`src/sv/wtd_pkg.sv`:
```
`timescale 1ns / 1ps
`default_nettype none
// ----------------------------------------------------------------------------
// wtd_pkg
// Shared types and constants of the weighted table draw block.
// ----------------------------------------------------------------------------
package wtd_pkg;

    localparam int TABLE_DEPTH = 256;
    localparam int WEIGHT_BITS = 16;
    localparam int VALUE_BITS  = 16;

    localparam int FRAC_BITS   = 16;
    localparam int RARITY_BITS = 17;
    localparam logic [RARITY_BITS-1:0] RARITY_ONE = 17'h10000;

    typedef enum logic [1:0] {
        OP_CLEAR = 2'd0,
        OP_ADD   = 2'd1,
        OP_DRAW  = 2'd2,
        OP_RARE  = 2'd3
    } op_t;

    typedef enum logic [1:0] {
        ST_OK    = 2'd0,
        ST_EMPTY = 2'd1,
        ST_FULL  = 2'd2
    } status_t;

    typedef enum logic [3:0] {
        S_IDLE,
        S_CLR_ACC,
        S_RANK,
        S_QUANT,
        S_THR,
        S_CUM,
        S_TARGET,
        S_PLAIN,
        S_SELECT,
        S_DONE
    } state_t;

    // controls broadcast to every cell of the ring
    typedef struct packed {
        logic shift;
        logic clear_acc;
        logic rank_en;
        logic cum_en;
    } cell_ctrl_t;

endpackage
`default_nettype wire

```
`src/sv/wtd_cell.sv`:
```
`timescale 1ns / 1ps
`default_nettype none
// ----------------------------------------------------------------------------
// wtd_cell
// One table entry of the rotating ring, with its rank and running sum.
// ----------------------------------------------------------------------------
module wtd_cell #(
    parameter int WEIGHT_BITS = wtd_pkg::WEIGHT_BITS,
    parameter int VALUE_BITS  = wtd_pkg::VALUE_BITS,
    parameter int IDX_W       = 8,
    parameter int SUM_W       = 24,
    parameter int POS         = 0
) (
    input  logic                    clk,
    input  wtd_pkg::cell_ctrl_t     ctrl,
    input  logic                    wr_en,
    input  logic [WEIGHT_BITS-1:0]  wr_weight,
    input  logic [VALUE_BITS-1:0]   wr_value,
    input  logic [WEIGHT_BITS-1:0]  head_weight,
    input  logic [IDX_W-1:0]        head_idx,
    input  logic                    head_pos,
    input  logic                    head_kept,
    input  logic [WEIGHT_BITS-1:0]  nb_weight,
    input  logic [VALUE_BITS-1:0]   nb_value,
    input  logic [IDX_W-1:0]        nb_idx,
    input  logic [IDX_W-1:0]        nb_rank,
    input  logic [SUM_W-1:0]        nb_cum,
    output logic [WEIGHT_BITS-1:0]  weight,
    output logic [VALUE_BITS-1:0]   value,
    output logic [IDX_W-1:0]        idx,
    output logic [IDX_W-1:0]        rank,
    output logic [SUM_W-1:0]        cum
);

    logic [WEIGHT_BITS-1:0] weight_reg;
    logic [VALUE_BITS-1:0]  value_reg;
    logic [IDX_W-1:0]       idx_reg;
    logic [IDX_W-1:0]       rank_reg;
    logic [SUM_W-1:0]       cum_reg;

    logic                   head_first;
    logic                   head_same;
    logic [IDX_W-1:0]       rank_next;
    logic [SUM_W-1:0]       cum_next;

    // head orders before the incoming entry: by weight, then by insertion
    assign head_first = (head_weight < nb_weight) ||
                        ((head_weight == nb_weight) && (head_idx < nb_idx));
    assign head_same  = (head_idx == nb_idx);

    always_comb
    begin
        rank_next = nb_rank;
        cum_next  = nb_cum;
        if (ctrl.rank_en && head_pos && head_first)
        begin
            rank_next = nb_rank + IDX_W'(1);
        end
        if (ctrl.cum_en && head_kept && (head_first || head_same))
        begin
            cum_next = nb_cum + SUM_W'(head_weight);
        end
    end

    always_ff @(posedge clk)
    begin
        if (wr_en)
        begin
            weight_reg <= wr_weight;
            value_reg  <= wr_value;
            idx_reg    <= IDX_W'(POS);
        end
        else if (ctrl.clear_acc)
        begin
            rank_reg <= '0;
            cum_reg  <= '0;
        end
        else if (ctrl.shift)
        begin
            weight_reg <= nb_weight;
            value_reg  <= nb_value;
            idx_reg    <= nb_idx;
            rank_reg   <= rank_next;
            cum_reg    <= cum_next;
        end
    end

    assign weight = weight_reg;
    assign value  = value_reg;
    assign idx    = idx_reg;
    assign rank   = rank_reg;
    assign cum    = cum_reg;

endmodule
`default_nettype wire

```
`config.mk`:
```
export PLATFORM = sky130hd
export DESIGN_NAME = wtd_cell
export DESIGN_NICKNAME = d
export VERILOG_FILES = /design/src/sv/wtd_pkg.sv /design/src/sv/wtd_cell.sv
export SDC_FILE = /design/constraint.sdc
export NUM_CORES = 1
export LEC_CHECK = 0
export BUFFER_PORTS_ARGS = -buffer_cell sky130_fd_sc_hd__buf_4
export CAP_MARGIN = 10
export CORE_MARGIN = 1
export CORE_UTILIZATION = 44
export DETAILED_ROUTE_END_ITERATION = 7
export PLACE_DENSITY = 0.87
export SYNTH_ARGS = -nofsm -noshare
export SYNTH_HDL_FRONTEND = slang
export SYNTH_SLANG_ARGS = --single-unit
export TNS_END_PERCENT = 20
```
`constraint.sdc`:
```
create_clock -name clk -period 2.93 [get_ports clk]
set_input_delay 0.4395 -clock clk [delete_from_list [all_inputs] [get_ports clk]]
set_output_delay 0.4395 -clock clk [all_outputs]
set_load 0.02 [all_outputs]
```
==> impl_metrics.py, run 1 <==
metrics = {
    "outcome": {
        "status": "finished, final reports clean",
    },
    "setup_path": {
        "r2r_end": "idx[2]",
        "end_kind": "flip-flop",
        "crit_path_cell_trace": "buf_4, ha_1, inv_1, fa_1, nor2b_1, o31ai_1, a211oi_2, nor4_1, o31a_1, nor4_1, mux2_2",
        "slowest_delay_ns": 0.40,
        "rr_startpoint": "idx[2]",
        "r2r_cells": 2,
        "crit_slowest_cell": "fa_1",
        "arrival_ns": 2.85,
        "cp_max_fo": 5,
        "cp-start-kind": "primary input",
        "cp_data_required_time_ns": 3.02,
        "critPathKind": "primary input to flip-flop",
        "ff2ff_setup_slack_ns": 2.31,
        "path_common_cell": "nor4_1",
    },
    "power": {
        "internal_power_uw": 2020,
        "p_switching_uw": 868,
        "combPwrFrac": 0.310,
        "seqPwrFrac": 0.437,
        "swShare": 0.300,
        "power_density_mw_per_mm2": 429,
        "p_leak_uw": 0.00301,
        "clkPwrFrac": 0.253,
        "vdd_drop_max_uv": 231,
        "p_total_uw": 2890,
    },
    "routing": {
        "ant_nets": 0,
        "vias": 4427,
        "first_pass_iters": 4,
        "drc": 0,
        "postRouteWirelength_um": 13500,
        "viasPerCell": 5.27,
        "routedWlPerCell_um": 16.1,
        "drt_iter0_drc": 171,
    },
    "layout": {
        "drive_above_1_share": 0.399,
        "layout.nets": 877,
        "largest_reg_flops": 24,
        "fin_util": 0.652,
        "diodes": 0,
        "area_delta_synth_final_pct": 43.5,
        "nFillCells": 821,
        "layout.cells.non_filler": 840,
    },
    "worst_hold_path": {
        "hp-class": "primary input to flip-flop",
        "hold_end": "idx[6]",
        "hp-start": "nb_idx[6]",
        "hold_depth": 3,
    },
    "timing": {
        "final_max_slew_viol_count": 0,
        "clock_skew_ns": 0,
        "finalSetupViolCount": 0,
        "min_period_over_period": 0.942,
        "rsz0062_at_grt": "false",
        "min_period_ns": 2.76,
        "max_freq_ghz": 0.362,
        "whs_ns": 0.348,
        "finalHoldViolations": 0,
        "maxSlewHeadroom": 0.590,
        "worst_pin_slew_ns": 0.599,
    },
    "clock_network": {
        "post_cts_buffers": 0,
        "root_buffer": "clkbuf_8",
        "cts.hold.buffers_added": 0,
        "path_clk_slew_ns": 0.08,
        "cts_resized": 0,
        "clk_latency_ns": 0.34,
        "cts_made_buffers": 9,
        "htreeDepth": 3,
        "cts_tree": "done",
        "cts_buffer_depth": 2,
        "clock-sinks": 72,
    },
    "floorplan": {
        "die_area_mm2": 0.0111,
        "fp.dieH_um": 105,
        "rows": 37,
        "start_util": 0.454,
        "core_area_mm2": 0.0103,
        "dieWidth_um": 105,
        "ios": 208,
    },
    "logic_synthesis": {
        "ys_ff_latch": 72,
        "synth_area_mm2": 0.00469,
        "synth_edf_count": 64,
        "synth-main-ff-cell": "edfxtp_1",
        "synth.area.top_cells": "edfxtp_1 (41%), ha_1 (11%), mux2_2 (5.3%), nand2_1 (5.0%), a21oi_1 (4.1%)",
        "synth_top_cell_by_area": "edfxtp_1",
        "synth-seq-area-share": 0.444,
        "yosysTopAreaCellShare": 0.410,
        "synth_most_common_cell": "edfxtp_1",
        "yosysWarningCount": 0,
        "syn_nets": 647,
        "ys_types": 55,
        "ys_top_cells_by_count": "edfxtp_1 (64), nand2_1 (62), ha_1 (41), a21oi_1 (38), nor2_1 (36)",
        "synth.avg_cell_area_um2": 10.0,
        "ys_async_sr_fraction": 0,
        "syn_inst": 469,
    },
    "place": {
        "dp.cells": 824,
        "dp_hpwl_um": 11000,
        "place.gp.congestion": 0.865,
        "portBuffers": 207,
    },
    "global_route": {
        "overflow": 0,
        "grt_pass1_wl_um": 20900,
        "track_usage": 0.244,
        "grt_pass1_vias": 4500,
        "antenna_found_initial": 0,
        "grt_max_degree": 58,
    },
    "flow_run": {
        "cap_violations": 0,
    },
}
==> how the worst max path moves through the flow <==
stage	startpoint	endpoint	slack, ns	depth (start not counted)
floorplan	head_weight[0]	cum[20]	0.09	10
global placement	head_weight[0]	cum[18]	-0.09	11
detailed placement	head_weight[0]	cum[18]	-0.21	11
CTS	head_weight[0]	cum[18]	0.17	11
global route	head_weight[0]	cum[18]	0.02	11
finish	head_weight[0]	cum[18]	0.17	11
==> kinds of logic after synthesis <==
kind of cell,share of synthesized area
flops,0.444
mux,0.0659
buf+inv,0.0459
fa+ha+maj,0.114
xor+xnor,0.0299
simple gates,0.156
compound gates,0.145
==> layout make-up <==
cell class	instances	area [um2]	area share
Timing Repair Buffer	236	1770	0.263
Multi-Input combinational cell	345	2400	0.357
Clock buffer	14	164	0.0243
Tap cell	136	170	0.0253
Sequential cell	72	2080	0.309
Inverter	35	131	0.0195
Clock inverter	2	12.5	0.00186
==> cell usage in the layout (no fill, tap or decap), types with 2 or more instances in the layout <==
| master | n |
|---|---|
| buf_4 | 236 |
| nor2b_1 | 13 |
| o31ai_1 | 3 |
| nor3_1 | 5 |
| inv_1 | 35 |
| nand3_1 | 8 |
| nor4_1 | 2 |
| a21oi_1 | 38 |
| nand4_1 | 7 |
| or2_2 | 2 |
| nor2_1 | 35 |
| nand2b_1 | 2 |
| nand2_1 | 62 |
| xnor2_1 | 14 |
| ha_1 | 41 |
| or3_1 | 2 |
| o31a_1 | 2 |
| nand3b_1 | 5 |
| and4_1 | 2 |
| o21ai_0 | 28 |
| o21a_1 | 4 |
| a21o_1 | 4 |
| mux2_2 | 22 |
| clkbuf_1 | 4 |
| a2111oi_0 | 3 |
| clkbuf_8 | 9 |
| o21bai_1 | 3 |
| edfxtp_1 | 64 |
| mux2i_1 | 5 |
| xor2_1 | 2 |
| dfxtp_1 | 8 |
| a211oi_1 | 8 |
==> worst max-delay path, delay by kind of cell <==
family,cells,cell delay (ns)
buf+inv,2,0.13
mux,1,0.38
simple gates,3,0.59
fa+ha+maj,2,0.56
compound gates,3,0.74
==> power by group through the flow <==
stage	registers (uW)	logic (uW)	clock network, uW
after global placement	1280	868	0
after detailed placement	1290	897	0
after CTS	1260	900	742
after global routing	1270	974	780
final	1260	897	730
after floorplan	1410	334	0
==> through the flow <==
stage          setup TNS [ns]  area [um2]  setup slack (ns)
2_1_floorplan               0        4690            0.0923
3_3_place_gp           -0.259        6560           -0.0886
3_5_place_dp           -0.807        6560            -0.207
4_1_cts                     0        6730             0.171
5_1_grt                     0        6730            0.0200
6_report                    0        6730             0.169
==> metal layers <==
metal / GRT usage / part of all wire / vias up
li1: - / - / 2155
met2: 0.457 / 0.51 / 198
met3: 0.0414 / 0.062 / 37
met4: 0.110 / 0.030 / 0
met5: 0 / 0 / -
met1: 0.267 / 0.39 / 2037
Power figures use the tool's default switching activity.
==> run 2: changes to the inputs <==
==> constraint.sdc (replaced) <==
create_clock -name clk -period 2.93 [get_ports clk]
set_input_delay 0.7325 -clock clk [delete_from_list [all_inputs] [get_ports clk]]
set_output_delay 0.7325 -clock clk [all_outputs]
set_load 0.02 [all_outputs]
==> impl_metrics.py, run 2 (synthesis gave the netlist of run 1 again) <==
metrics = {
    "layout": {
        "layout.nets": 895,
        "fin_area_mm2": 0.00693,
        "fin_util": 0.671,
        "multi_input_area_mm2": 0.00247,
        "area_delta_synth_final_pct": 47.7,
        "nFillCells": 789,
        "seq_area_mm2": 0.00208,
        "layout_common_cells": "buf_4 (254), edfxtp_1 (64), nand2_1 (62)",
        "layout.cells.non_filler": 859,
        "largest_reg_flops": 24,
        "mostFrequentLayoutCell": "buf_4",
        "drive_above_1_share": 0.432,
    },
    "timing": {
        "final_max_slew_viol_count": 0,
        "min_period_ns": 2.89,
        "finalSetupViolCount": 0,
        "maxSlewHeadroom": 0.604,
        "worst_pin_slew_ns": 0.593,
        "min_period_over_period": 0.986,
        "max_freq_ghz": 0.346,
        "clock_skew_ns": 0,
        "finalHoldViolations": 0,
        "whs_ns": 0.473,
        "rsz0062_at_grt": "true",
    },
    "routing": {
        "viasPerCell": 5.28,
        "drt_iter0_drc": 241,
        "vias": 4538,
        "drc": 0,
        "first_pass_iters": 5,
        "postRouteWirelength_um": 13900,
        "routedWlPerCell_um": 16.2,
        "ant_nets": 0,
    },
    "setup_path": {
        "r2r_cells": 2,
        "cp-start-kind": "primary input",
        "crit_slowest_cell": "o31a_1",
        "crit_family": "compound AO/OA/AOI/OAI gates",
        "slowest_delay_ns": 0.38,
        "end_kind": "flip-flop",
        "cp_max_fo": 5,
        "crit_path_cell_trace": "buf_4, ha_1, inv_1, fa_2, nor2b_2, o31ai_1, a211oi_2, nor4_2, o31a_1, nor4_1, mux2_2",
        "cp_data_required_time_ns": 3.05,
        "worst-path-stages": 11,
        "arrival_ns": 3.01,
        "cp_num_buf_inv": 2,
        "critPathKind": "primary input to flip-flop",
    },
    "power": {
        "p_leak_uw": 0.00311,
        "vdd_drop_max_uv": 202,
        "p_total_uw": 2900,
        "power_density_mw_per_mm2": 419,
    },
    "floorplan": {
        "die_area_mm2": 0.0111,
        "fp.dieH_um": 105,
        "ios": 208,
        "dieWidth_um": 105,
        "core_area_mm2": 0.0103,
        "rows": 37,
        "start_util": 0.454,
    },
    "worst_hold_path": {
        "hp-class": "flip-flop to flip-flop",
        "hold_depth": 2,
    },
    "global_route": {
        "track_usage": 0.252,
        "overflow": 0,
        "grt_pass1_vias": 4523,
        "grt_pass1_wl_um": 21400,
        "grt_max_degree": 46,
        "antenna_found_initial": 0,
    },
    "place": {
        "post_dp_cell_area_mm2": 0.00672,
        "dp_hpwl_um": 11200,
        "place.gp.congestion": 0.911,
        "dp.cells": 841,
        "portBuffers": 207,
    },
    "clock_network": {
        "cts_made_buffers": 9,
        "cts.hold.buffers_added": 0,
        "cts_buffer_depth": 2,
        "clock-sinks": 72,
        "htreeDepth": 3,
        "clk_latency_ns": 0.36,
        "root_buffer": "clkbuf_8",
        "cts_tree": "done",
        "path_clk_slew_ns": 0.08,
    },
    "outcome": {
        "status": "finished, final reports clean",
    },
    "flow_run": {
        "cap_violations": 0,
    },
}
==> run 2: cell count changes in the layout (fill, tap and decap cells not counted), moves of 2 or more <==
cell	delta
clkbuf_1	-4
clkinv_4	+2
a2111oi_1	+2
a2111oi_0	-3
ha_1	-2
buf_4	+18
ha_4	+2
==> run 2: what timing repair did <==
| action | 4_1_cts | 5_1_grt |
|---|---|---|
| endpoints found under the setup margin | 0 | 11 |
| gates resized for setup | 0 | 10 |
| buffers inserted | 0 | 1 |
==> run 2: path summary, 6_finish.rpt <==
| check | start | end | slack [ns] |
|---|---|---|---|
| worst max-delay path | head_weight[0] | cum[18] | 0.04 |
| worst min register to register | idx[7] | idx[7] | 0.47 |
| worst max register to register | idx[2] | idx[2] | 2.29 |
| worst min-delay path | idx[7] | idx[7] | 0.47 |
==> run 2: worst min-delay path: stages, from the launching register on <==
cell and delay, ns:
dfxtp_1 0.32, nand2_1 0.06, a21oi_1 0.06
==> run 2: where the power goes <==
part | leakage [uW] | switching, uW | total [uW] | internal (uW)
Clock | 0.0000870 | 403 | 710 | 307
Sequential | 0.000679 | 30.9 | 1260 | 1230
Combinational | 0.00234 | 479 | 930 | 450
==> run 2: routing by layer <==
layer	global-route usage	wire, um
met1	0.273	5440
met2	0.472	7270
met3	0.0538	899
met4	0.101	333
met5	0	0
==> run 2: final cells by class <==
cell class / instances / area share
Sequential cell: 72 / 0.300
Antenna cell: 1 / 0.000361
Tap cell: 136 / 0.0246
Timing Repair Buffer: 254 / 0.275
Multi-Input combinational cell: 345 / 0.356
Clock inverter: 7 / 0.00686
Inverter: 35 / 0.0190
Clock buffer: 9 / 0.0179
==> run 2: stage by stage <==
step                      setup slack [ns]  TNS (ns)
final                               0.0424         0
after global routing               -0.0475   -0.0638
after CTS                           0.0112         0
after detailed placement            -0.384     -5.29
after global placement              -0.315     -4.40
after floorplan                     -0.125    -0.363
